==> config.mk <==
export PLATFORM = sky130hd
export DESIGN_NAME = json_token_scanner_flat
export DESIGN_NICKNAME = d
export VERILOG_FILES = /design/src/rtl/jts_pkg.sv /design/src/rtl/jts_in_if.sv /design/src/rtl/jts_out_if.sv /design/src/rtl/json_token_scanner.sv /design/src/rtl/jts_scan_core.sv /design/src/rtl/jts_result_queue.sv /design/src/flat_wrapper.sv
export SDC_FILE = /design/constraint.sdc
export NUM_CORES = 1
export LEC_CHECK = 0
export ABC_CLOCK_PERIOD_IN_PS = 7900
export BUFFER_PORTS_ARGS = -buffer_cell sky130_fd_sc_hd__buf_2
export CORE_ASPECT_RATIO = 0.75
export CORE_MARGIN = 2
export CORE_UTILIZATION = 42
export DETAILED_ROUTE_END_ITERATION = 7
export GPL_ROUTABILITY_DRIVEN = 0
export HOLD_SLACK_MARGIN = 0.05
export SLEW_MARGIN = 10
export SYNTH_ARGS = -nofsm -noshare
export SYNTH_HDL_FRONTEND = slang
export SYNTH_SLANG_ARGS = --single-unit
==> constraint.sdc <==
create_clock -name clk -period 7.9 [get_ports clk]
set_input_delay 0.79 -clock clk [delete_from_list [all_inputs] [get_ports clk]]
set_output_delay 0.79 -clock clk [all_outputs]
set_load 0.005 [all_outputs]
==> src/rtl/jts_pkg.sv <==
`timescale 1ns / 1ps
`default_nettype none
// ----------------------------------------------------------------------------
// JSON token scanner package
// Scan modes, token kinds, character codes and the result word layout.
// ----------------------------------------------------------------------------
package jts_pkg;

	typedef enum logic [3:0] {
		MODE_IDLE     = 4'd0,
		MODE_STR      = 4'd1,
		MODE_ESC      = 4'd2,
		MODE_SIGN     = 4'd3,
		MODE_ZERO     = 4'd4,
		MODE_INT      = 4'd5,
		MODE_DOT      = 4'd6,
		MODE_FRAC     = 4'd7,
		MODE_EXP      = 4'd8,
		MODE_EXP_SIGN = 4'd9,
		MODE_EXP_DIG  = 4'd10,
		MODE_WORD     = 4'd11
	} mode_t;

	typedef enum logic [3:0] {
		KIND_END       = 4'd0,
		KIND_INVALID   = 4'd1,
		KIND_LBRACE    = 4'd2,
		KIND_RBRACE    = 4'd3,
		KIND_LBRACKET  = 4'd4,
		KIND_RBRACKET  = 4'd5,
		KIND_COLON     = 4'd6,
		KIND_COMMA     = 4'd7,
		KIND_STR_START = 4'd8,
		KIND_STR_CHAR  = 4'd9,
		KIND_STR_END   = 4'd10,
		KIND_INT       = 4'd11,
		KIND_REAL      = 4'd12,
		KIND_TRUE      = 4'd13,
		KIND_FALSE     = 4'd14,
		KIND_NULL      = 4'd15
	} kind_t;

	localparam logic [7:0] CH_NUL       = 8'h00;
	localparam logic [7:0] CH_BS        = 8'h08;
	localparam logic [7:0] CH_TAB       = 8'h09;
	localparam logic [7:0] CH_LF        = 8'h0A;
	localparam logic [7:0] CH_FF        = 8'h0C;
	localparam logic [7:0] CH_CR        = 8'h0D;
	localparam logic [7:0] CH_SPACE     = 8'h20;
	localparam logic [7:0] CH_QUOTE     = 8'h22;
	localparam logic [7:0] CH_PLUS      = 8'h2B;
	localparam logic [7:0] CH_COMMA     = 8'h2C;
	localparam logic [7:0] CH_MINUS     = 8'h2D;
	localparam logic [7:0] CH_DOT       = 8'h2E;
	localparam logic [7:0] CH_SLASH     = 8'h2F;
	localparam logic [7:0] CH_ZERO      = 8'h30;
	localparam logic [7:0] CH_NINE      = 8'h39;
	localparam logic [7:0] CH_COLON     = 8'h3A;
	localparam logic [7:0] CH_UPPER_E   = 8'h45;
	localparam logic [7:0] CH_LBRACKET  = 8'h5B;
	localparam logic [7:0] CH_BACKSLASH = 8'h5C;
	localparam logic [7:0] CH_RBRACKET  = 8'h5D;
	localparam logic [7:0] CH_LOWER_A   = 8'h61;
	localparam logic [7:0] CH_LOWER_B   = 8'h62;
	localparam logic [7:0] CH_LOWER_E   = 8'h65;
	localparam logic [7:0] CH_LOWER_F   = 8'h66;
	localparam logic [7:0] CH_LOWER_N   = 8'h6E;
	localparam logic [7:0] CH_LOWER_R   = 8'h72;
	localparam logic [7:0] CH_LOWER_T   = 8'h74;
	localparam logic [7:0] CH_LOWER_Z   = 8'h7A;
	localparam logic [7:0] CH_LBRACE    = 8'h7B;
	localparam logic [7:0] CH_RBRACE    = 8'h7D;
	localparam logic [7:0] CASE_BIT     = 8'h20;

	localparam logic [39:0] WORD_TRUE  = 40'h0074727565;
	localparam logic [39:0] WORD_FALSE = 40'h66616C7365;
	localparam logic [39:0] WORD_NULL  = 40'h006E756C6C;
	localparam logic [2:0]  LEN_FOUR   = 3'd4;
	localparam logic [2:0]  LEN_FIVE   = 3'd5;
	localparam logic [2:0]  LEN_SAT    = 3'd6;

	typedef struct packed {
		mode_t        mode;
		logic         negative_sign;
		logic [63:0]  magnitude;
		logic         overflowed;
		logic [39:0]  word_letters;
		logic [2:0]   word_length;
		logic         dropping;
	} scan_state_t;

	localparam scan_state_t SCAN_RESET = '{
		mode:          MODE_IDLE,
		negative_sign: 1'b0,
		magnitude:     64'd0,
		overflowed:    1'b0,
		word_letters:  40'd0,
		word_length:   3'd0,
		dropping:      1'b0
	};

	typedef struct packed {
		kind_t        kind;
		logic [7:0]   string_char;
		logic [63:0]  integer_value;
		logic         last_of_run;
	} result_t;

	typedef struct packed {
		result_t first;
		result_t second;
		logic    two;
	} result_pair_t;

	function automatic result_t make_result(input kind_t kind, input logic [7:0] ch,
			input logic [63:0] value);
		result_t r;
		r.kind          = kind;
		r.string_char   = ch;
		r.integer_value = value;
		r.last_of_run   = 1'b0;
		return r;
	endfunction

endpackage
`default_nettype wire

==> src/rtl/jts_in_if.sv <==
`timescale 1ns / 1ps
`default_nettype none
// ----------------------------------------------------------------------------
// JSON text channel
// One text byte, or an end mark, per word.
// ----------------------------------------------------------------------------
interface jts_in_if;
	logic       valid;
	logic       ready;
	logic [7:0] text_byte;
	logic       end_of_text;

	modport source(output valid, output text_byte, output end_of_text, input ready);
	modport sink(input valid, input text_byte, input end_of_text, output ready);
endinterface
`default_nettype wire

==> src/rtl/jts_out_if.sv <==
`timescale 1ns / 1ps
`default_nettype none
// ----------------------------------------------------------------------------
// JSON token channel
// One token event per word.
// ----------------------------------------------------------------------------
interface jts_out_if;
	logic               valid;
	logic               ready;
	logic [3:0]         token_kind;
	logic [7:0]         string_char;
	logic signed [63:0] integer_value;
	logic               last_of_run;

	modport source(output valid, output token_kind, output string_char,
		output integer_value, output last_of_run, input ready);
	modport sink(input valid, input token_kind, input string_char,
		input integer_value, input last_of_run, output ready);
endinterface
`default_nettype wire

==> src/rtl/json_token_scanner.sv <==
`timescale 1ns / 1ps
`default_nettype none
// ----------------------------------------------------------------------------
// JSON token scanner
// Byte-serial JSON lexer: marks, strings, numbers and literal words as events.
//
//   channel  dir  handshake       payload
//   text     in   valid / ready   text_byte, end_of_text
//   token    out  valid / ready   token_kind, string_char, integer_value,
//                                 last_of_run
//
// One text byte is accepted per cycle while ready is high; its events are written
// to the queue at the next edge, and the queue offers them from its head entry.
// A byte that ends a valid number or word and is itself a mark gives two words;
// the token port moves one word per cycle unless stalled; such runs set the pace.
// ready holds low while the QUEUE_DEPTH entries are taken or committed.
// Reset clears the scan state and the queue at once; no clearing pass.
// ----------------------------------------------------------------------------
module json_token_scanner #(
	parameter int QUEUE_DEPTH = 4
) (
	input  logic      clk,
	input  logic      arst_n,
	jts_in_if.sink    text,
	jts_out_if.source token
);
	import jts_pkg::*;

	localparam int FILL_W = $clog2(QUEUE_DEPTH + 1);

	logic              valid_s1;
	logic [7:0]        byte_s1;
	logic              end_s1;
	scan_state_t       state_q;
	scan_state_t       next_state;
	result_pair_t      results;
	logic              any_result;
	logic              push;
	logic [FILL_W-1:0] level;
	logic [FILL_W:0]   committed;
	logic              accept;

	assign committed  = {1'b0, level} + {{FILL_W{1'b0}}, valid_s1};
	assign text.ready = committed < (FILL_W + 1)'(QUEUE_DEPTH);
	assign accept     = text.valid && text.ready;
	assign push       = valid_s1 && any_result;

	always_ff @(posedge clk) begin
		if (accept) begin
			byte_s1 <= text.text_byte;
			end_s1  <= text.end_of_text;
		end
	end

	always_ff @(posedge clk or negedge arst_n) begin
		if (!arst_n) begin
			valid_s1 <= 1'b0;
			state_q  <= SCAN_RESET;
		end else begin
			valid_s1 <= accept;
			if (valid_s1) begin
				state_q <= next_state;
			end
		end
	end

	jts_scan_core u_core (
		.state       (state_q),
		.text_byte   (byte_s1),
		.end_of_text (end_s1),
		.next_state  (next_state),
		.results     (results),
		.any_result  (any_result)
	);

	jts_result_queue #(
		.DEPTH (QUEUE_DEPTH)
	) u_queue (
		.clk       (clk),
		.arst_n    (arst_n),
		.push      (push),
		.push_data (results),
		.level     (level),
		.token     (token)
	);

`ifndef SYNTH
	a_stage_fill: assert property (@(posedge clk) disable iff (!arst_n)
		accept |=> valid_s1)
		else $error("accepted byte lost before scan stage");

	a_drop_silent: assert property (@(posedge clk) disable iff (!arst_n)
		valid_s1 && state_q.dropping && !end_s1 && (byte_s1 != CH_NUL) |-> !push)
		else $error("event produced while dropping");

	a_end_clears: assert property (@(posedge clk) disable iff (!arst_n)
		valid_s1 && (end_s1 || (byte_s1 == CH_NUL))
		|=> (state_q.mode == MODE_IDLE) && !state_q.dropping)
		else $error("scan state not cleared after end of text");

	a_end_emits: assert property (@(posedge clk) disable iff (!arst_n)
		valid_s1 && (end_s1 || (byte_s1 == CH_NUL)) |-> push)
		else $error("end of text gave no event");
`endif

endmodule
`default_nettype wire

==> src/rtl/jts_scan_core.sv <==
`timescale 1ns / 1ps
`default_nettype none
// ----------------------------------------------------------------------------
// JSON token scanner step logic
// Next scan state and up to two token events for one text byte.
// ----------------------------------------------------------------------------
module jts_scan_core (
	input  jts_pkg::scan_state_t  state,
	input  logic [7:0]            text_byte,
	input  logic                  end_of_text,
	output jts_pkg::scan_state_t  next_state,
	output jts_pkg::result_pair_t results,
	output logic                  any_result
);
	import jts_pkg::*;

	logic        at_end;
	logic        is_digit;
	logic        is_alpha;
	logic        is_exp_mark;
	logic [7:0]  lower;
	logic [3:0]  digit;
	logic [67:0] acc;
	logic        acc_over;
	logic [63:0] mag_next;
	logic        ovf_next;
	logic [39:0] letters_next;
	logic [2:0]  length_next;

	result_t     cl_ev;
	logic        cl_hit;
	logic        cl_ok;
	result_t     id_ev;
	logic        id_hit;
	scan_state_t id_st;

	result_t     ev_a;
	result_t     ev_b;
	logic        hit_a;
	logic        hit_b;
	scan_state_t nx;

	assign at_end      = end_of_text || (text_byte == CH_NUL);
	assign lower       = text_byte | CASE_BIT;
	assign is_digit    = (text_byte >= CH_ZERO) && (text_byte <= CH_NINE);
	assign is_alpha    = (lower >= CH_LOWER_A) && (lower <= CH_LOWER_Z);
	assign is_exp_mark = (text_byte == CH_LOWER_E) || (text_byte == CH_UPPER_E);
	assign digit       = 4'(text_byte - CH_ZERO);

	// ten times the magnitude plus the new digit; overflow above 2^63
	assign acc      = {1'b0, state.magnitude, 3'b000} + {3'b000, state.magnitude, 1'b0}
		+ {64'd0, digit};
	assign acc_over = acc > {4'd0, 1'b1, 63'd0};
	assign ovf_next = state.overflowed || acc_over;
	assign mag_next = ovf_next ? state.magnitude : acc[63:0];

	always_comb begin
		if (state.word_length < LEN_FIVE) begin
			letters_next = {state.word_letters[31:0], lower};
			length_next  = state.word_length + 3'd1;
		end else begin
			letters_next = state.word_letters;
			length_next  = LEN_SAT;
		end
	end

	// close the pending token
	always_comb begin
		cl_ev  = make_result(KIND_INVALID, 8'd0, 64'd0);
		cl_hit = 1'b1;
		cl_ok  = 1'b1;
		case (state.mode)
			MODE_IDLE: begin
				cl_hit = 1'b0;
			end
			MODE_ZERO, MODE_INT: begin
				if (state.overflowed || (!state.negative_sign && state.magnitude[63])) begin
					cl_ok = 1'b0;
				end else begin
					cl_ev = make_result(KIND_INT, 8'd0,
						state.negative_sign ? (64'd0 - state.magnitude) : state.magnitude);
				end
			end
			MODE_FRAC, MODE_EXP_DIG: begin
				cl_ev = make_result(KIND_REAL, 8'd0, 64'd0);
			end
			MODE_WORD: begin
				if (state.word_length == LEN_FOUR && state.word_letters == WORD_TRUE) begin
					cl_ev = make_result(KIND_TRUE, 8'd0, 64'd0);
				end else if (state.word_length == LEN_FIVE && state.word_letters == WORD_FALSE) begin
					cl_ev = make_result(KIND_FALSE, 8'd0, 64'd0);
				end else if (state.word_length == LEN_FOUR && state.word_letters == WORD_NULL) begin
					cl_ev = make_result(KIND_NULL, 8'd0, 64'd0);
				end else begin
					cl_ok = 1'b0;
				end
			end
			default: begin
				cl_ok = 1'b0;
			end
		endcase
	end

	// scan the byte from a cleared token
	always_comb begin
		id_ev  = make_result(KIND_INVALID, 8'd0, 64'd0);
		id_hit = 1'b1;
		id_st  = SCAN_RESET;
		case (text_byte)
			CH_SPACE, CH_TAB, CH_LF, CH_CR: begin
				id_hit = 1'b0;
			end
			CH_LBRACE:   id_ev = make_result(KIND_LBRACE, 8'd0, 64'd0);
			CH_RBRACE:   id_ev = make_result(KIND_RBRACE, 8'd0, 64'd0);
			CH_LBRACKET: id_ev = make_result(KIND_LBRACKET, 8'd0, 64'd0);
			CH_RBRACKET: id_ev = make_result(KIND_RBRACKET, 8'd0, 64'd0);
			CH_COLON:    id_ev = make_result(KIND_COLON, 8'd0, 64'd0);
			CH_COMMA:    id_ev = make_result(KIND_COMMA, 8'd0, 64'd0);
			CH_QUOTE: begin
				id_ev      = make_result(KIND_STR_START, 8'd0, 64'd0);
				id_st.mode = MODE_STR;
			end
			CH_MINUS: begin
				id_hit              = 1'b0;
				id_st.negative_sign = 1'b1;
				id_st.mode          = MODE_SIGN;
			end
			CH_ZERO: begin
				id_hit     = 1'b0;
				id_st.mode = MODE_ZERO;
			end
			default: begin
				if (is_digit) begin
					id_hit          = 1'b0;
					id_st.magnitude = {60'd0, digit};
					id_st.mode      = MODE_INT;
				end else if (is_alpha) begin
					id_hit             = 1'b0;
					id_st.word_letters = {32'd0, lower};
					id_st.word_length  = 3'd1;
					id_st.mode         = MODE_WORD;
				end else begin
					id_st.dropping = 1'b1;
				end
			end
		endcase
	end

	always_comb begin
		logic rescan;
		logic fault;
		rescan = 1'b0;
		fault  = 1'b0;
		ev_a   = make_result(KIND_END, 8'd0, 64'd0);
		ev_b   = make_result(KIND_END, 8'd0, 64'd0);
		hit_a  = 1'b0;
		hit_b  = 1'b0;
		nx     = state;
		if (at_end) begin
			ev_a  = cl_ev;
			hit_a = !state.dropping && cl_hit;
			hit_b = 1'b1;
			nx    = SCAN_RESET;
		end else if (!state.dropping) begin
			case (state.mode)
				MODE_IDLE: begin
					ev_b  = id_ev;
					hit_b = id_hit;
					nx    = id_st;
				end
				MODE_STR: begin
					if (text_byte == CH_QUOTE) begin
						ev_b  = make_result(KIND_STR_END, 8'd0, 64'd0);
						hit_b = 1'b1;
						nx    = SCAN_RESET;
					end else if (text_byte == CH_BACKSLASH) begin
						nx.mode = MODE_ESC;
					end else begin
						ev_b  = make_result(KIND_STR_CHAR, text_byte, 64'd0);
						hit_b = 1'b1;
					end
				end
				MODE_ESC: begin
					hit_b   = 1'b1;
					nx.mode = MODE_STR;
					case (text_byte)
						CH_QUOTE, CH_BACKSLASH, CH_SLASH:
							ev_b = make_result(KIND_STR_CHAR, text_byte, 64'd0);
						CH_LOWER_B: ev_b = make_result(KIND_STR_CHAR, CH_BS, 64'd0);
						CH_LOWER_F: ev_b = make_result(KIND_STR_CHAR, CH_FF, 64'd0);
						CH_LOWER_N: ev_b = make_result(KIND_STR_CHAR, CH_LF, 64'd0);
						CH_LOWER_R: ev_b = make_result(KIND_STR_CHAR, CH_CR, 64'd0);
						CH_LOWER_T: ev_b = make_result(KIND_STR_CHAR, CH_TAB, 64'd0);
						default:    fault = 1'b1;
					endcase
				end
				MODE_SIGN: begin
					if (text_byte == CH_ZERO) begin
						nx.mode = MODE_ZERO;
					end else if (is_digit) begin
						nx.magnitude  = mag_next;
						nx.overflowed = ovf_next;
						nx.mode       = MODE_INT;
					end else begin
						rescan = 1'b1;
					end
				end
				MODE_ZERO, MODE_INT: begin
					if (is_digit) begin
						if (state.mode == MODE_ZERO) begin
							fault = 1'b1;
						end else begin
							nx.magnitude  = mag_next;
							nx.overflowed = ovf_next;
						end
					end else if (text_byte == CH_DOT) begin
						nx.mode = MODE_DOT;
					end else if (is_exp_mark) begin
						nx.mode = MODE_EXP;
					end else begin
						rescan = 1'b1;
					end
				end
				MODE_DOT: begin
					if (is_digit) begin
						nx.mode = MODE_FRAC;
					end else begin
						rescan = 1'b1;
					end
				end
				MODE_FRAC: begin
					if (is_exp_mark) begin
						nx.mode = MODE_EXP;
					end else if (!is_digit) begin
						rescan = 1'b1;
					end
				end
				MODE_EXP: begin
					if (text_byte == CH_PLUS || text_byte == CH_MINUS) begin
						nx.mode = MODE_EXP_SIGN;
					end else if (is_digit) begin
						nx.mode = MODE_EXP_DIG;
					end else begin
						rescan = 1'b1;
					end
				end
				MODE_EXP_SIGN, MODE_EXP_DIG: begin
					if (is_digit) begin
						nx.mode = MODE_EXP_DIG;
					end else begin
						rescan = 1'b1;
					end
				end
				MODE_WORD: begin
					if (is_alpha) begin
						nx.word_letters = letters_next;
						nx.word_length  = length_next;
					end else begin
						rescan = 1'b1;
					end
				end
				default: begin
					rescan = 1'b1;
				end
			endcase
			if (fault) begin
				ev_b        = make_result(KIND_INVALID, 8'd0, 64'd0);
				hit_b       = 1'b1;
				nx          = SCAN_RESET;
				nx.dropping = 1'b1;
			end
			if (rescan) begin
				ev_a  = cl_ev;
				hit_a = cl_hit;
				if (cl_ok) begin
					ev_b  = id_ev;
					hit_b = id_hit;
					nx    = id_st;
				end else begin
					nx          = SCAN_RESET;
					nx.dropping = 1'b1;
				end
			end
		end
	end

	always_comb begin
		results.first              = hit_a ? ev_a : ev_b;
		results.first.last_of_run  = !(hit_a && hit_b);
		results.second             = ev_b;
		results.second.last_of_run = 1'b1;
		results.two                = hit_a && hit_b;
	end

	assign any_result = hit_a || hit_b;
	assign next_state = nx;

endmodule
`default_nettype wire

==> src/rtl/jts_result_queue.sv <==
`timescale 1ns / 1ps
`default_nettype none
// ----------------------------------------------------------------------------
// JSON token scanner result queue
// Holds the token events of each byte and hands them out one word at a time.
// ----------------------------------------------------------------------------
module jts_result_queue #(
	parameter int DEPTH = 4
) (
	input  logic                          clk,
	input  logic                          arst_n,
	input  logic                          push,
	input  jts_pkg::result_pair_t         push_data,
	output logic [$clog2(DEPTH+1)-1:0]    level,
	jts_out_if.source                     token
);
	import jts_pkg::*;

	localparam int PTR_W  = (DEPTH > 1) ? $clog2(DEPTH) : 1;
	localparam int FILL_W = $clog2(DEPTH + 1);

	result_pair_t       mem_q [DEPTH];
	logic [PTR_W-1:0]   head_q;
	logic [PTR_W-1:0]   tail_q;
	logic [FILL_W-1:0]  fill_q;
	logic               sub_q;
	result_pair_t       cur;
	result_t            word;
	logic               pop;
	logic               entry_done;

	assign cur        = mem_q[head_q];
	assign word       = sub_q ? cur.second : cur.first;
	assign pop        = token.valid && token.ready;
	assign entry_done = pop && (sub_q || !cur.two);

	assign token.valid         = fill_q != '0;
	assign token.token_kind    = word.kind;
	assign token.string_char   = word.string_char;
	assign token.integer_value = $signed(word.integer_value);
	assign token.last_of_run   = word.last_of_run;
	assign level               = fill_q;

	always_ff @(posedge clk) begin
		if (push) begin
			mem_q[tail_q] <= push_data;
		end
	end

	always_ff @(posedge clk or negedge arst_n) begin
		if (!arst_n) begin
			head_q <= '0;
			tail_q <= '0;
			fill_q <= '0;
			sub_q  <= 1'b0;
		end else begin
			if (push) begin
				tail_q <= (tail_q == PTR_W'(DEPTH - 1)) ? '0 : tail_q + 1'b1;
			end
			if (entry_done) begin
				head_q <= (head_q == PTR_W'(DEPTH - 1)) ? '0 : head_q + 1'b1;
				sub_q  <= 1'b0;
			end else if (pop) begin
				sub_q <= 1'b1;
			end
			fill_q <= fill_q + FILL_W'(push) - FILL_W'(entry_done);
		end
	end

`ifndef SYNTH
	a_no_overflow: assert property (@(posedge clk) disable iff (!arst_n)
		push |-> (fill_q < FILL_W'(DEPTH)) || entry_done)
		else $error("result queue overflow");

	a_fill_bound: assert property (@(posedge clk) disable iff (!arst_n)
		fill_q <= FILL_W'(DEPTH))
		else $error("result queue fill out of range");

	a_second_word: assert property (@(posedge clk) disable iff (!arst_n)
		sub_q |-> token.valid && cur.two)
		else $error("second word taken from a single-word entry");
`endif

endmodule
`default_nettype wire

==> src/flat_wrapper.sv <==
// flat-port wrapper written by rule: the top's interface ports become plain ports
module json_token_scanner_flat import jts_pkg::*;
#(
	parameter int QUEUE_DEPTH = 4
)
  (clk, arst_n, text_valid, text_text_byte, text_end_of_text, text_ready, token_valid, token_token_kind, token_string_char, token_integer_value, token_last_of_run, token_ready);
  jts_in_if text_i ();
  jts_out_if token_i ();
  input  logic clk;
  input  logic arst_n;
  input wire logic [$bits(text_i.valid)-1:0] text_valid;
  input wire logic [$bits(text_i.text_byte)-1:0] text_text_byte;
  input wire logic [$bits(text_i.end_of_text)-1:0] text_end_of_text;
  output wire logic [$bits(text_i.ready)-1:0] text_ready;
  output wire logic [$bits(token_i.valid)-1:0] token_valid;
  output wire logic [$bits(token_i.token_kind)-1:0] token_token_kind;
  output wire logic [$bits(token_i.string_char)-1:0] token_string_char;
  output wire logic [$bits(token_i.integer_value)-1:0] token_integer_value;
  output wire logic [$bits(token_i.last_of_run)-1:0] token_last_of_run;
  input wire logic [$bits(token_i.ready)-1:0] token_ready;
  assign text_i.valid = text_valid;
  assign text_i.text_byte = text_text_byte;
  assign text_i.end_of_text = text_end_of_text;
  assign text_ready = text_i.ready;
  assign token_valid = token_i.valid;
  assign token_token_kind = token_i.token_kind;
  assign token_string_char = token_i.string_char;
  assign token_integer_value = token_i.integer_value;
  assign token_last_of_run = token_i.last_of_run;
  assign token_i.ready = token_ready;
  json_token_scanner #(.QUEUE_DEPTH(QUEUE_DEPTH)) u_core (.clk(clk), .arst_n(arst_n), .text(text_i), .token(token_i));
endmodule
==> metrics.md, run 1 <==
| Metric | Value |
|---|---|
| Synthesis-to-layout area growth | 10.4% |
| Initial antenna violation count | 2 |
| Max_cap viols | 0 |
| Synth warn | 0 |
| Comb pwr share | 0.312 |
| Footprint of the multi-input gates | roughly 13,000 um^2 |
| Syn Inst Count | roughly 2,400 |
| CTS tree | done |
| Total track usage | 0.220 |
| Via count | about 20,000 |
| Clock power frac | 0.288 |
| Die Y-Extent | between 200 and 250 um |
| Chip Width | 301 um |
| Post-layout min period | between 5000 and 6000 ps |
| Root Buffer | clkbuf_16 |
| Outcome | complete, no violations |
| Total grt overflow | 0 |
| Drt pass-1 iters | 5 |
| Netlist cell types | 97 |
| Initial drt markers | 2,357 |
| CP required | 8370 ps |
| Max stage delay on crit path | 710 ps |
| Sw frac | 0.332 |
| CP max FO | 37 |
| Starting Density | 0.426 |
| Mapped Avg Cell Area | 11.5 um^2 |
| Register area share after synthesis | 0.509 |
| Pint | about 5.7 mW |
| Worst setup margin | between 2000 and 2500 ps |
| Final WL | around 76,000 um |
| R2R cell count | 15 |
| Fin area | about 30,000 um^2 |
| Port Buffers | between 90 and 100 |
| Worst Setup Start Kind | flop |
| Worst hold slack | just over 200 ps |
| FF+latch count, synth | 492 |
| Layout Utilization | 0.470 |
| Resize count post-CTS | 0 |
| Final count of pins violating max slew | 0 |
| Antenna diodes | 0 |
| Final hold violations | 0 |
| Worst-Margin Slew | ~1100 ps |
| CTS Hold Bufs | 0 |
| H-tree depth | 2 |
| Crit path cell chain | inv_1 -> fa_1 -> fa_1 -> nand2b_1 -> a21oi_1 -> o21ai_1 -> a211oi_1 -> o21ai_0 -> a2111oi_0 -> nand4_1 -> nor4_1 -> a41o_1 -> nand3b_1 -> buf_4 -> mux2_1 |
| WP data arrival | around 6300 ps |
| Post-placement cell area | 29,000 um^2 |
| Worst min path class | in -> async |
| Number of synthesized flops with an enable pin | about 370 |
| Fmax | 0.172 GHz |
| Worst-Skew Late Latency | ~620 ps |
| Critical path's slowest cell | edfxtp_1 |
| Crit share post-route | 0.735 |
| CP Class | reg -> reg |
| Most used cell, CP | fa_1 |
| Post-CTS Setup Bufs | 0 |
| Post-Syn Area | 27,800 um^2 |
| R2R Setup Slk | 2090 ps |
| Post-DP HPWL | 54,800 um |
| CORE AREA | about 65,000 um^2 |
| Final setup vio count | 0 |
| Routed Antenna Nets | 0 |
| Most common cell after layout, fill and taps aside | edfxtp_1 |
| Total CTS buffers | a little over 50 |
| Mapped Nets | between 2,000 and 3,000 |
| Fraction of layout cells with a size suffix above 1 | 0.134 |
| Crit end category | flop |
| Max Buffers Root-to-Sink | 3 |
| Fillers | slightly below 6,000 |
| Setup_tns | 0 ps |
| Pwr Density | around 280 nW/um^2 |
| VDD IR max | ~0.18 mV |
| CTS clk-pin slew, worst paths | around 60 ps |
| Max_slew headroom | 0.296 |
| Rows | 81 |
| Unrepaired setup endpoints after global routing | false |
| Pin count of the biggest net entering global routing | 79 |
| Remaining DRCs | 0 |
| DR WL/cell | 22.4 um |
| Vias per cell | a little over 6 |
| Lkg Pwr | between 10 and 15 nW |
| Sequential Area | 14,200 um^2 |
| Post-synthesis async set-or-reset flop share | 0.250 |
| P_sw | about 2.8 mW |
| Top FF cell, synth | edfxtp_1 |
| Clk sinks | 492 |
| Worst r2r src | u_core.byte_s1[3] |
| Vias in the first global route | 19,400 |
| Die footprint | a little under 70,000 um^2 |
| Flop pwr share | 0.400 |
| Most frequent cells in the layout | edfxtp_1, nand2_1, nor2_1 |
| Global-route wire length before repair | 116,000 um |
| Pre-CTS setup slack | approximately 2200 ps |
| Worst Skew | about 34 ps |
| Nets | approximately 2,600 |
| Crit Reg-Reg Endpoint | u_core.state_q[48] |
| Io pins | slightly above 90 |
routing by layer:
layer	up-vias	share of wire	global-route usage
met5	-	0	0
met4	0	0.019	0.0533
met3	106	0.089	0.0442
met2	866	0.41	0.298
met1	10200	0.49	0.354
li1	9313	-	-
area by class of cell:
type / count / share of cell area
Sequential cell: 492 / 0.461
Multi-Input combinational cell: 1756 / 0.421
Clock buffer: 61 / 0.0449
Tap cell: 871 / 0.0355
Timing Repair Buffer: 113 / 0.0203
Clock inverter: 34 / 0.0116
Inverter: 46 / 0.00562
through the flow:
| step | total power, mW | std cells |
|---|---|---|
| floorplan | 5.29 | 2425 |
| global placement | 6.15 | 3278 |
| detailed placement | 6.18 | 3278 |
| CTS | 8.66 | 3373 |
| global route | 9.02 | 3373 |
| finish | 8.56 | 3373 |
power by group through the flow:
stage          clock [mW]  combinational [mW]  sequential (mW)
3_3_place_gp            0                2.68             3.47
2_1_floorplan           0                2.00             3.30
3_5_place_dp            0                2.70             3.48
6_report             2.46                2.67             3.43
5_1_grt              2.61                2.93             3.47
4_1_cts              2.51                2.71             3.43
worst max-delay path by stage:
stage,startpoint,end,slack [ps],cells past startpoint
3_3_place_gp,u_core.byte_s1[3],u_core.state_q[48],2390,15
3_5_place_dp,u_core.byte_s1[3],u_core.state_q[48],2220,15
5_1_grt,u_core.byte_s1[3],u_core.state_q[48],1680,15
4_1_cts,u_core.byte_s1[3],u_core.state_q[48],2170,15
2_1_floorplan,u_core.byte_s1[1],u_core.u_queue.mem_q[0][0],2770,12
6_report,u_core.byte_s1[3],u_core.state_q[48],2090,15
synth_stat cells (11+ instances only):
master	number	area [um^2]
edfxtp_1	369	11100
nand2_1	263	987
nor2_1	179	672
o21ai_0	145	726
ha_1	139	1740
dfrtp_1	123	3080
a21oi_1	119	596
mux4_2	90	2030
and2_1	88	551
clkbuf_1	84	315
xor2_1	75	657
inv_1	46	173
a22o_1	45	394
nor3_1	41	205
nand3_1	40	200
nand4_1	39	244
a21o_1	33	248
o31ai_1	33	248
xnor2_1	31	272
or3_1	27	169
nand2b_1	23	144
buf_2	22	110
nor4_1	21	131
o21ai_1	18	90.1
o211ai_1	17	128
or4_1	17	128
a211oi_1	15	113
nor2b_1	14	87.6
o21a_1	14	105
o2bb2ai_1	14	123
buf_1	12	45.0
nand3b_1	12	90.1
or2_2	12	75.1
a31oi_1	11	68.8
mux2i_1	11	110
nor3b_1	11	82.6
critical path: cells and delay by family (launching register included):
kind            cells  cell delay, ps
fa+ha+maj           2             990
flops               1             710
simple gates        4             990
mux                 1             370
buf+inv             2             510
compound gates      6            2080
state kept, by name (all words and copies together), names as in the netlist:
signal	cells
u_core.u_queue.mem_q	360
u_core.valid_s1	1
u_core.u_queue.tail_q	2
u_core.state_q	114
u_core.byte_s1	8
u_core.end_s1	1
u_core.u_queue.head_q	2
u_core.u_queue.level	3
u_core.u_queue.sub_q	1
kinds of logic (layout without fill, tap and decap cells):
logic type | Yosys count | after routing | share of synthesized area
AO/OA/AOI/OAI | 561 | 561 | 0.133
buffers and inverters | 177 | 254 | 0.0274
multiplexers | 108 | 108 | 0.0797
XOR/XNOR | 106 | 106 | 0.0334
AND/OR/NAND/NOR | 839 | 839 | 0.153
flip-flops | 492 | 492 | 0.509
adder cells (fa/ha/maj) | 142 | 142 | 0.0647
Note: power is estimated with default switching activity, not from simulation.
==> inputs of run 2 (changes only) <==
Settings changed: ABC_AREA set to 1, ABC_CLOCK_PERIOD_IN_PS 7900 to 5000.
Clock period 7.9 ns to 5 ns, I/O delays scaled along.
==> run 2 against run 1 <==
Compared with the run above: global-route usage increased by 2.3 points; final cell count up 43%; worst hold slack worse by 120 ps; routed wire length rose by 20%; clock skew rose by 10 ps; largest cell class unchanged; largest power group unchanged; highest routed layer unchanged.
==> metrics.md, run 2 <==
| Metric | Value |
|---|---|
| Register area share after synthesis | 0.470 (was 0.509) |
| CORE AREA | 70,500 um^2 (was 65,400 um^2) |
| DR WL/cell | 18.8 um (was 22.4 um) |
| FF+latch count, synth | 492 (unchanged) |
| Setup_tns | 0 ps (unchanged) |
| CP required | 5480 ps (was 8370 ps) |
| Chip Width | 313 um (was 301 um) |
| Total track usage | 0.243 (was 0.220) |
| Area share of and/or/nand/nor cells after synthesis | 0.279 (was 0.153) |
| Lkg Pwr | 14.9 nW (was 11.9 nW) |
| Yosys top cell area share | 0.368 (was 0.398) |
| Worst-Skew Late Latency | 630 ps (was 620 ps) |
| Port Buffers | 91 (unchanged) |
| Outcome | complete, no violations (unchanged) |
| Max stage delay on crit path | 530 ps (was 710 ps) |
| Crit end category | flop (unchanged) |
| Unrepaired setup endpoints after global routing | false (unchanged) |
| CTS clk-pin slew, worst paths | 60 ps (about the same) |
| Total CTS buffers | 52 (was 51) |
| Fmax | 0.223 GHz (was 0.172 GHz) |
| Largest family of logic cells by synthesized area | simple AND/OR/NAND/NOR gates (unchanged) |
| Fraction of layout cells with a size suffix above 1 | 0.0858 (was 0.134) |
| Post-synth top area cell | edfxtp_1 (unchanged) |
| Antenna diodes | 0 (unchanged) |
| Post-synthesis async set-or-reset flop share | 0.250 (unchanged) |
| Remaining DRCs | 0 (unchanged) |
| Crit path cell chain | buf_4 -> inv_1 -> fa_1 -> fa_1 -> inv_1 -> nand3_1 -> nand3_1 -> nand2_1 -> nand2_1 -> nand2_1 -> nand2_1 -> nand2_1 -> nand2_1 -> nand2_1 -> nand2_1 -> nand2_1 -> nand3_1 -> nand2_1 -> nor2_1 -> nand2_1 -> a21oi_4 -> nand2_8 -> nand2_1 -> nand2_1 (was inv_1 -> fa_1 -> fa_1 -> nand2b_1 -> a21oi_1 -> o21ai_1 -> a211oi_1 -> o21ai_0 -> a2111oi_0 -> nand4_1 -> nor4_1 -> a41o_1 -> nand3b_1 -> buf_4 -> mux2_1) |
| Worst hold start | text_text_byte[6] |
| Worst Setup Start Kind | flop (unchanged) |
| Clk sinks | 492 (unchanged) |
| Most used cell, CP | nand2_1 (was fa_1) |
| Hold endpoint | u_core.byte_s1[6] |
| CP max FO | 64 (was 37) |
| Final setup vio count | 0 (unchanged) |
| Pwr Density | 404 nW/um^2 (was 279 nW/um^2) |
| Synthesis-to-layout area growth | 11.1% (was 10.4%) |
| Nets | 4,004 (was 2,615) |
| Final count of pins violating max slew | 0 (unchanged) |
| Footprint of the multi-input gates | 13,800 um^2 (was 12,900 um^2) |
| Max_slew headroom | 0.311 (was 0.296) |
| Root Buffer | clkbuf_16 (unchanged) |
| Top-count cell post-synth | nand2_1 (was edfxtp_1) |
| Global-route wire length before repair | 141,000 um (was 116,000 um) |
| Worst path buffer plus inverter count | 3 (was 2) |
| Worst Skew | 44.1 ps (was 34.0 ps) |
| Post-placement cell area | 31,700 um^2 (was 29,000 um^2) |
| Initial antenna violation count | 0 (was 2) |
| Die footprint | 73,900 um^2 (was 68,300 um^2) |
| Die Y-Extent | 236 um (was 227 um) |
| Initial drt markers | 3,496 (was 2,357) |
| Synth warn | 0 (unchanged) |
| XOR/XNOR share of the synthesized area | 0.00960 (was 0.0334) |
| Total grt overflow | 0 (unchanged) |
| Most frequent cells in the layout | nand2_1, nor2_1, inv_1 (was edfxtp_1, nand2_1, nor2_1) |
| R2R cell count | 24 (was 15) |
| Mapped Avg Cell Area | 7.99 um^2 (was 11.5 um^2) |
| R2R Setup Slk | 520 ps (was 2090 ps) |
| Post-DP HPWL | 66,400 um (was 54,800 um) |
| Final WL | 91,000 um (was 75,600 um) |
| Critical path's top delay family | simple AND/OR/NAND/NOR gates (was compound AO/OA/AOI/OAI gates) |
| Fillers | 6,902 (was 5,817) |
| Most common cell after layout, fill and taps aside | nand2_1 (was edfxtp_1) |
| Multiplexer share of the synthesized area | 0 (was 0.0797) |
| Post-layout min period | 4480 ps (was 5810 ps) |
| Max_cap viols | 0 (unchanged) |
| Pin count of the biggest net entering global routing | 96 (was 79) |
| Vias in the first global route | 23,400 (was 19,400) |
| Top Registers | u_core.u_queue.mem_q: 360 flops, u_core.state_q: 114 flops, u_core.byte_s1: 8 flops (unchanged) |
| Fin area | 33,400 um^2 (was 30,700 um^2) |
| Crit Reg-Reg Endpoint | u_core.state_q[68] (was u_core.state_q[48]) |
| Most flops, register | u_core.u_queue.mem_q (unchanged) |
| Critical path's slowest cell | a21oi_4 (was edfxtp_1) |
| Mapped Nets | 3,922 (was 2,580) |
| Worst-Margin Slew | 1030 ps (was 1060 ps) |
| Drt pass-1 iters | 8 (was 5) |
| Worst r2r src | u_core.byte_s1[3] (unchanged) |
| Max Buffers Root-to-Sink | 3 (unchanged) |
| Via count | 26,000 (was 20,400) |
| Io pins | 92 (unchanged) |
| Syn Inst Count | 3,767 (was 2,425) |
| Top FF cell, synth | edfxtp_1 (unchanged) |
| CTS tree | done (unchanged) |
| Number of synthesized flops with an enable pin | 369 (unchanged) |
| Routed Antenna Nets | 0 (unchanged) |
| VDD IR max | 0.370 mV (was 0.175 mV) |
| Starting Density | 0.427 (was 0.426) |
| Crit share post-route | 0.897 (was 0.735) |
| Synth Area in Adders | 0.0598 (was 0.0647) |
| Post-synth top cells | nand2_1, nor2_1, inv_1 (was edfxtp_1, nand2_1, nor2_1) |
| Post-Syn Area | 30,100 um^2 (was 27,800 um^2) |
| Netlist cell types | 59 (was 97) |
| Worst min path class | in -> reg (was in -> async) |
| H-tree depth | 2 (unchanged) |
| WHS Path Cells | 1 |
| WP data arrival | 4960 ps (was 6280 ps) |
| Synth Area in Compound Gates | 0.109 (was 0.133) |
| Worst hold slack | 82.9 ps (was 202 ps) |
| CP Class | reg -> reg (unchanged) |
| Crit. path cell count | 24 (was 15) |
| Largest cells by area after synthesis | edfxtp_1, nand2_1, dfrtp_1 (was edfxtp_1, dfrtp_1, mux4_2) |
| Sequential Area | 14,200 um^2 (unchanged) |
| Final hold violations | 0 (unchanged) |
| Vias per cell | 5.38 (was 6.06) |
| Max FFs per register | 360 (unchanged) |
| Layout Utilization | 0.474 (was 0.470) |
| Rows | 84 (was 81) |
[run 2: cell types whose count changed after synthesis, sizes merged, moves of 53 or more]
cell   delta
xor2     -53
a21oi    +93
o21ai   +133
inv     +366
and2     -85
nor2    +536
nand3   +158
mux4     -90
nand2   +617
[run 2: what timing repair did]
action	4_1_cts	5_1_grt
buffers inserted	0	0
resized for setup	0	1
hold buffers	8	0
setup endpoints to repair	0	20
hold endpoints to repair	37	0
[run 2: kinds of logic after synthesis]
logic type / Yosys count
AND/OR/NAND/NOR: 1962
AO/OA/AOI/OAI: 606
adder cells (fa/ha/maj): 142
buffers and inverters: 532
XOR/XNOR: 33
flip-flops: 492
[run 2: worst max-delay path by stage]
stage                                 start  slack [ps]                    endpoint
final                     u_core.byte_s1[3]         520          u_core.state_q[68]
after CTS                 u_core.byte_s1[3]         380          u_core.state_q[68]
after detailed placement  u_core.byte_s1[3]         450          u_core.state_q[51]
after floorplan           u_core.byte_s1[0]       -1270  u_core.u_queue.mem_q[0][0]
after global placement    u_core.byte_s1[3]         550          u_core.state_q[96]
after global routing      u_core.byte_s1[3]         100          u_core.state_q[94]
[run 2: layout make-up]
class | instances | share of cell area
Sequential cell | 492 | 0.424
Multi-Input combinational cell | 2743 | 0.413
Inverter | 414 | 0.0467
Clock buffer | 63 | 0.0402
Tap cell | 946 | 0.0354
Timing Repair Buffer | 146 | 0.0311
Clock inverter | 34 | 0.00951
[run 2: per-stage QoR]
stage          total power, mW  instances  setup WS [ps]
6_report                  13.5       4838            517
5_1_grt                   14.3       4838            100
3_5_place_dp              9.81       4733            453
2_1_floorplan             8.22       3767          -1270
3_3_place_gp              9.80       4733            551
4_1_cts                   13.6       4838            377
[run 2: report_power, final]
group | switching, mW | internal, mW | total [mW]
clock | 1.69 | 2.09 | 3.78
combinational | 3.22 | 1.39 | 4.61
sequential | 0.220 | 4.89 | 5.10
total | 5.12 | 8.37 | 13.5
[run 2: worst register-to-register path, cell delays in order (launching register included)]
cell	delay [ps]
edfxtp_1	350
buf_4	180
inv_1	160
fa_1	500
fa_1	490
inv_1	80
nand3_1	120
nand3_1	170
nand2_1	90
nand2_1	110
nand2_1	80
nand2_1	90
nand2_1	80
nand2_1	120
nand2_1	80
nand2_1	80
nand2_1	60
nand3_1	80
nand2_1	50
nor2_1	100
nand2_1	140
a21oi_4	530
nand2_8	360
nand2_1	180
nand2_1	60
[run 2: metal layers]
metal,part of all wire,vias to the layer above,global-route usage
li1,-,12700,-
met1,0.51,12300,0.407
met2,0.39,975,0.324
met3,0.093,88,0.0418
met4,0.012,0,0.0374
met5,0,-,0
==> inputs of run 3 (changes only) <==
==> constraint.sdc (replaced) <==
create_clock -name clk -period 5 [get_ports clk]
set_input_delay 0.75 -clock clk [delete_from_list [all_inputs] [get_ports clk]]
set_output_delay 0.75 -clock clk [all_outputs]
set_load 0.005 [all_outputs]
==> run 3 against run 2 <==
Compared with the run above: clock-buffer cell count fell by 6; sequential power rose by 2%; sequential share of layout area hardly changed; register-to-register slack worse by 70 ps; critical path type unchanged.
==> metrics.md, run 3 (synthesis gave the netlist of run 2 again) <==
| Metric | Value |
|---|---|
| Chip Width | 313 um (unchanged) |
| H-tree depth | 2 (unchanged) |
| Placed Instances | 4,733 (unchanged) |
| Top Registers | u_core.u_queue.mem_q: 360 flops, u_core.state_q: 114 flops, u_core.byte_s1: 8 flops (unchanged) |
| Most flops, register | u_core.u_queue.mem_q (unchanged) |
| Worst Setup Start Kind | flop (unchanged) |
| Synthesis-to-layout area growth | 11.1% (about the same) |
| Worst-Skew Late Latency | 630 ps (about the same) |
| Final hold violations | 0 (unchanged) |
| Critical path's top delay family | simple AND/OR/NAND/NOR gates (unchanged) |
| Nets | 3,996 (was 4,004) |
| Die footprint | 73,900 um^2 (unchanged) |
| Total grt overflow | 0 (unchanged) |
| Fin cells | 4,829 (was 4,838) |
| WP data arrival | 5020 ps (was 4960 ps) |
| Crit share post-route | 0.911 (was 0.897) |
| Outcome | complete, no violations (unchanged) |
| Most common cell after layout, fill and taps aside | nand2_1 (unchanged) |
| Unrepaired setup endpoints after global routing | false (unchanged) |
| Worst-Margin Slew | 996 ps (was 1030 ps) |
| CP required | 5470 ps (was 5480 ps) |
| Max stage delay on crit path | 500 ps (was 530 ps) |
| Crit end category | flop (unchanged) |
| Vias per cell | 5.33 (was 5.38) |
| Total track usage | 0.240 (was 0.243) |
| Rows | 84 (unchanged) |
| Critical path's slowest cell | fa_1 (was a21oi_4) |
| Crit Reg-Reg Endpoint | u_core.state_q[80] (was u_core.state_q[68]) |
| Fmax | 0.220 GHz (was 0.223 GHz) |
| CORE AREA | 70,500 um^2 (unchanged) |
| Starting Density | 0.427 (unchanged) |
| Pwr Density | 406 nW/um^2 (was 404 nW/um^2) |
| CP max FO | 64 (unchanged) |
| Worst hold slack | 209 ps (was 82.9 ps) |
| Setup_tns | 0 ps (unchanged) |
| Final WL | 89,700 um (was 91,000 um) |
| Worst min path class | in -> async (was in -> reg) |
| Via count | 25,700 (was 26,000) |
| Most used cell, CP | nand2_1 (unchanged) |
| Max_slew headroom | 0.336 (was 0.311) |
| Total CTS buffers | 52 (unchanged) |
| Worst path buffer plus inverter count | 3 (unchanged) |
| Pin count of the biggest net entering global routing | 100 (was 96) |
| Post-layout min period | 4550 ps (was 4480 ps) |
| Post-DP HPWL | 66,600 um (was 66,400 um) |
| Drt pass-1 iters | 7 (was 8) |
| Most frequent cells in the layout | nand2_1, nor2_1, inv_1 (unchanged) |
| Worst r2r src | u_core.byte_s1[3] (unchanged) |
| Crit path cell chain | buf_4 -> inv_1 -> fa_1 -> fa_1 -> inv_1 -> nand3_1 -> nand3_1 -> nand2_1 -> nand2_1 -> nand2_1 -> nand2_1 -> nand2_1 -> nand2_1 -> nand2_1 -> nand2_1 -> nand2_1 -> nand3_1 -> nand2_1 -> nor2_1 -> nand2_1 -> a21oi_4 -> nand2_4 -> nand2_1 -> nand2_1 (was buf_4 -> inv_1 -> fa_1 -> fa_1 -> inv_1 -> nand3_1 -> nand3_1 -> nand2_1 -> nand2_1 -> nand2_1 -> nand2_1 -> nand2_1 -> nand2_1 -> nand2_1 -> nand2_1 -> nand2_1 -> nand3_1 -> nand2_1 -> nor2_1 -> nand2_1 -> a21oi_4 -> nand2_8 -> nand2_1 -> nand2_1) |
| Io pins | 92 (unchanged) |
| Max FFs per register | 360 (unchanged) |
| Initial antenna violation count | 0 (unchanged) |
| CTS clk-pin slew, worst paths | 60 ps (about the same) |
| Resize count post-CTS | 0 (unchanged) |
| Port Buffers | 91 (unchanged) |
| Final count of pins violating max slew | 0 (unchanged) |
| Remaining DRCs | 0 (unchanged) |
| VDD IR max | 0.294 mV (was 0.370 mV) |
| CTS tree | done (unchanged) |
| Worst Skew | 46.0 ps (was 44.1 ps) |
| Max Buffers Root-to-Sink | 3 (unchanged) |
| Clk sinks | 492 (unchanged) |
| Initial drt markers | 3,117 (was 3,496) |
| Final setup vio count | 0 (unchanged) |
| Die Y-Extent | 236 um (unchanged) |
| CP Class | reg -> reg (unchanged) |
| Routed Antenna Nets | 0 (unchanged) |
| Fraction of layout cells with a size suffix above 1 | 0.0876 (was 0.0858) |
| R2R cell count | 24 (unchanged) |
| Max_cap viols | 0 (unchanged) |
| Lkg Pwr | 14.9 nW (about the same) |
| Vias in the first global route | 23,300 (was 23,400) |
| DR WL/cell | 18.6 um (was 18.8 um) |
| Root Buffer | clkbuf_16 (unchanged) |
| Global-route wire length before repair | 139,000 um (was 141,000 um) |
| Antenna diodes | 0 (unchanged) |
| CTS Hold Bufs | 0 (was 8) |
| Post-CTS Setup Bufs | 0 (unchanged) |
| R2R Setup Slk | 450 ps (was 520 ps) |
| Final Power | 13.6 mW (was 13.5 mW) |
## run 3: how the worst max path moves through the flow
stage                                 end               from  slack, ps  cells past startpoint
2_1_floorplan  u_core.u_queue.mem_q[0][0]  u_core.byte_s1[0]      -1270                     15
3_3_place_gp           u_core.state_q[96]  u_core.byte_s1[3]        610                     24
3_5_place_dp           u_core.state_q[83]  u_core.byte_s1[3]        490                     24
4_1_cts                u_core.state_q[68]  u_core.byte_s1[3]        470                     24
5_1_grt                u_core.state_q[60]  u_core.byte_s1[3]         50                     24
6_report               u_core.state_q[80]  u_core.byte_s1[3]        450                     24
## run 3: area by class of cell
type                    count  area (um^2)
clock buffers              57         1340
clock inverters            39          365
fillers                  6890        37100
inverters                 414         1560
multi-input cells        2743        13800
flip-flops and latches    492        14200
well taps                 946         1180
repair buffers            138         1020
## run 3: where the power goes
| part | switching (mW) | total, mW | internal, mW |
|---|---|---|---|
| combinational | 3.13 | 4.55 | 1.42 |
| sequential | 0.330 | 5.21 | 4.88 |
| clock | 1.65 | 3.81 | 2.16 |
## run 3: stage by stage
stage	util	worst slack [ps]	cell area [um^2]
after floorplan	-	-1270	30100
after global placement	0.450	605	31700
after detailed placement	0.450	492	31700
after CTS	0.474	473	33500
after global routing	0.474	50.0	33500
final	0.474	447	33500
## run 3: routing by layer
layer  wire (um)  share of wire  track usage
met1       45700           0.51        0.398
met2       34400           0.38        0.318
met3        8410          0.094       0.0440
met4        1250          0.014       0.0425
met5           0              0            0
